### config.mk
export PLATFORM = sky130hd
export DESIGN_NAME = mma_merge
export DESIGN_NICKNAME = d
export VERILOG_FILES = /design/src/rtl/core/mma_pkg.sv /design/src/rtl/core/mma_merge.sv
export SDC_FILE = /design/constraint.sdc
export NUM_CORES = 1
export LEC_CHECK = 0
export ABC_CLOCK_PERIOD_IN_PS = 13950
export BUFFER_PORTS_ARGS = -buffer_cell sky130_fd_sc_hd__buf_2
export CAP_MARGIN = 0
export CORE_ASPECT_RATIO = 1.1
export CORE_MARGIN = 5
export CORE_UTILIZATION = 55
export CTS_CLUSTER_SIZE = 8
export DETAILED_ROUTE_END_ITERATION = 8
export GPL_TIMING_DRIVEN = 1
export PLACE_DENSITY = 0.83
export SLEW_MARGIN = 10
export SYNTH_ARGS = -nofsm -noshare
export SYNTH_HDL_FRONTEND = slang
export SYNTH_SLANG_ARGS = --single-unit
### constraint.sdc
create_clock -name i_clk -period 13.95 [get_ports i_clk]
set_input_delay 2.79 -clock i_clk [delete_from_list [all_inputs] [get_ports i_clk]]
set_output_delay 2.79 -clock i_clk [all_outputs]
set_load 0.01 [all_outputs]
### src/rtl/core/mma_pkg.sv
package mma_pkg;

    // Seven signed motion and rate channels, then one unsigned pressure channel
    localparam int NUM_SIG    = 7;
    localparam int NUM_LANES  = NUM_SIG + 1;

    // Depth of the result queue; also bounds the words in flight
    localparam int FIFO_DEPTH = 8;
    localparam int FIFO_AW    = $clog2(FIFO_DEPTH);
    localparam int FIFO_CW    = $clog2(FIFO_DEPTH + 1);

    // Depth of the valid pipeline from accept to queue push
    localparam int PIPE_DEPTH = 5;

    // Per-word control shared by all lanes
    typedef struct packed {
        logic wr;      // word accepted this cycle: write slot, fetch leaving sample
        logic upd;     // leaving sample is now registered: update running sum
        logic old_ok;  // slot held a real sample, otherwise it reads as zero
    } t_lane_ctl;

endpackage

### src/rtl/core/mma_merge.sv
module mma_merge
    import mma_pkg::*;
#(
    parameter int SAMPLE_WIDTH   = 16,
    parameter int PRESSURE_WIDTH = 24,
    parameter int DATA_W         = 136
) (
    input  logic                      i_clk,
    input  logic                      i_rst_n,
    input  logic                      i_push,
    input  logic [SAMPLE_WIDTH-1:0]   i_avg_sig [NUM_SIG],
    input  logic [PRESSURE_WIDTH-1:0] i_avg_prs,
    input  logic                      i_pop,
    output logic                      o_tvalid,
    output logic [DATA_W-1:0]         o_tdata
);

    localparam int PAY_W = NUM_SIG * SAMPLE_WIDTH + PRESSURE_WIDTH;

    logic [DATA_W-1:0]  word;
    logic [DATA_W-1:0]  r_q [FIFO_DEPTH];
    logic [FIFO_AW-1:0] r_wp;
    logic [FIFO_AW-1:0] r_rp;
    logic [FIFO_CW-1:0] r_cnt;

    // Pack lane results into one word, first channel lowest, zero padding on top
    always_comb begin
        word = '0;
        for (int c = 0; c < NUM_SIG; c++) begin
            word[c * SAMPLE_WIDTH +: SAMPLE_WIDTH] = i_avg_sig[c];
        end
        word[NUM_SIG * SAMPLE_WIDTH +: PRESSURE_WIDTH] = i_avg_prs;
    end

    // Result queue storage
    always_ff @(posedge i_clk) begin
        if (i_push) begin
            r_q[r_wp] <= word;
        end
    end

    // Queue pointers and fill level
    always_ff @(posedge i_clk) begin
        if (!i_rst_n) begin
            r_wp  <= '0;
            r_rp  <= '0;
            r_cnt <= '0;
        end else begin
            if (i_push) begin
                r_wp <= r_wp + 1'b1;
            end
            if (i_pop) begin
                r_rp <= r_rp + 1'b1;
            end
            r_cnt <= r_cnt + FIFO_CW'(i_push) - FIFO_CW'(i_pop);
        end
    end

    assign o_tvalid = (r_cnt != '0);
    assign o_tdata  = r_q[r_rp];

    // Padding bits above the payload are constant zero
    if (DATA_W < PAY_W) begin : g_width_check
        $error("tdata narrower than payload");
    end

endmodule

==> impl_metrics.yaml <==
run_status:
  status: "complete, no violations"
global_routing:
  grt_pass1_vias: 20500
  grtUsageMet1: 0.273
  track_usage: 0.214
  grt.busiest_layer: "met2"
  grt_overflow_total: 0
  grt_max_degree: 136
  use_met2: 0.359
  antenna_found_initial: 20
  grt_pass1_wl_um: 129000
  gr-usage-met3: 0.0678
power_and_ir_drop:
  power_frac_seq: 0.497
  p_sw_uw: 1630
  swShare: 0.214
  clockPowerShare: 0.431
  p_int_uw: 5970
  peakVddDrop_mv: 0.140
  p_comb_frac: 0.073
  powerDensity_mw_per_mm2: 158
  p_leak_uw: 0.0154
hold_path:
  holdPathStages: 2
  hold_class: "reg -> reg"
  min_from: "r_rp[1]"
worst_setup_path:
  critical_path.most_common_cell: "buf_4"
  crit_slowest_cell: "dfxtp_4"
  r2r_slack_ns: 10.66
  cpPeakStageDelay_ns: 1.00
  required_ns: 11.16
  reg2reg_to: "r_q[4][112]"
  start_kind: "flop"
  rr_startpoint: "r_wp[2]"
  path_class: "reg -> out"
  cp.arrival_ns: 4.70
  crit_path_end_kind: "output pin"
  path_cells: "buf_4 -> buf_4 -> mux4_2 -> mux2_2 -> buf_2"
  ff2ff_path_depth: 4
  crit_fanout: 54
logic_synthesis:
  ys_top_cells_by_area: "edfxtp_1 (79%), mux4_2 (15%), mux2_2 (3.7%)"
  syn-num-nets: 1786
  synth_area_mm2: 0.0414
  yosys_most_used_dff: "edfxtp_1"
  ys_seq_area_frac: 0.796
  ys_ff_latch: 1101
  synth_top_area_cell: "edfxtp_1"
  yosysMostFrequentCell: "edfxtp_1"
  synth-async-reset-ratio: 0
  synth_top_area_share: 0.790
  syn_area_per_cell_um2: 25.2
  synth_common_cells: "edfxtp_1 (1088), mux4_2 (272), mux2_2 (136), clkbuf_1 (34), buf_2 (32)"
  synth_cell_type_count: 22
  yosys_warnings: 0
  synth_edf_count: 1088
  netlist_instances: 1638
sta:
  setup_tns_ns: 0
  tightest_slew_ns: 1.10
  period_minus_slack_ns: 7.49
  fin_crit_sh: 0.537
  setup_viol: 0
  rsz0062_at_grt: "no"
  slew_headroom: 0.270
  fin_worst_skew_ns: 0.0155
  fmax_mhz: 134
  maxSlewViolCount: 0
  finalHoldViolCount: 0
drt:
  wl_per_cell_um: 28.3
  dr.pass1.iters: 5
  postRouteAntennaNets: 0
  first_iter_violations: 1743
  drc_errors: 0
  wirelength_um: 85500
  viasPerCell: 6.11
  vias: 18400
cts:
  root_buffer: "clkbuf_16"
  holdBufCountCts: 0
  cts_buffer_depth: 3
  cts_tree: "built"
  cts_buffers: 155
  cts.sinks: 1101
  cts_resized: 0
  path_clk_slew_ns: 0.05
  clk_latency_ns: 0.72
  cts_setup_buffers: 0
  h-tree-depth: 4
run:
  cap_violations: 0
die:
  core_area_mm2: 0.0746
  start_util: 0.554
  pin_count: 277
  fp.dieW_um: 271
  chipHeight_um: 298
  row_count: 105
  design.die.area_mm2: 0.0808
cells_and_area:
  area_delta_synth_final_pct: 16.3
  fin_nets: 2167
  final_cells: 3018
  drive_above_1_share: 0.435
placed_design:
  place.gp.congestion: 0.727
  dp_hpwl_um: 42200
  port-buffer-count: 276
  dp_cells: 2825
[registers in the layout, summed over array words and instances (netlist names), named ones only]
register,count
r_cnt,4
r_q,1088
r_rp,3
r_wp,3
[cell type report]
type                            instances  area (µm²)
Timing Repair Buffer                  300        1620
Multi-Input combinational cell        454        8050
Clock inverter                         16         292
Tap cell                              963        1200
Antenna cell                           13        32.5
Clock buffer                          164        3910
Inverter                                7        26.3
Fill cell                            4616       26500
Sequential cell                      1101       32900
[cell families (layout without fill, tap and decap cells)]
group                    count (synthesis)  after routing  synth area share
XOR/XNOR                                 5              5           0.00106
buffers and inverters                   83            487            0.0103
adder cells (fa/ha/maj)                  8              8           0.00260
AND/OR/NAND/NOR                         28             28           0.00348
AO/OA/AOI/OAI                            2              2          0.000303
other                                    0             13                 0
multiplexers                           411            411             0.186
flip-flops                            1101           1101             0.796
[cell usage in the layout, fill, tap and decap left out, types with 9 or more instances in the layout]
master and instances:
clkbuf_1 9, mux2_2 136, diode_2 13, clkbuf_16 155, dfxtp_1 10, edfxtp_1 1088, mux4_2 272, buf_2 276
buf_4 19
[per-stage QoR]
stage / setup slack (ns) / area, µm² / util / hold WS [ns] / power (µW)
after floorplan: 1.09 / 41400 / - / 0.512 / 4190
after global placement: 7.12 / 43800 / 0.588 / 0.517 / 4360
after detailed placement: 7.02 / 43800 / 0.588 / 0.538 / 4390
after CTS: 6.20 / 48100 / 0.644 / 0.597 / 7680
after global routing: 5.88 / 48100 / 0.644 / 0.619 / 7880
final: 6.46 / 48100 / 0.644 / 0.581 / 7600
[power by group through the flow]
stage / Combinational [µW] / Sequential, µW / Clock, µW
finish: 551 / 3780 / 3270
global route: 597 / 3780 / 3500
CTS: 563 / 3780 / 3340
detailed placement: 554 / 3830 / 0
global placement: 538 / 3830 / 0
floorplan: 355 / 3830 / 0
[worst max-delay path, delay by kind of cell (launching register included)]
kind                   cells  cell delay (ns)
buffers and inverters      3             1.90
flip-flops                 1             1.00
multiplexers               2             0.92
[layer usage]
layer  wire, µm  share of wire
met1      32500           0.38
met2      44600           0.52
met3       6660          0.078
met4       1700          0.020
met5         92         0.0011
[worst max-delay path by stage]
stage | start | to | slack (ns) | cells after the start
after global routing | flop | o_tdata[115] | 5.88 | 5
after floorplan | i_push | r_q[0][0] | 1.09 | 2
after CTS | flop | o_tdata[115] | 6.20 | 5
after detailed placement | flop | o_tdata[114] | 7.02 | 5
after global placement | flop | o_tdata[114] | 7.12 | 5
final | flop | o_tdata[115] | 6.46 | 5
No activity file was read; power rests on OpenSTA's default activity.
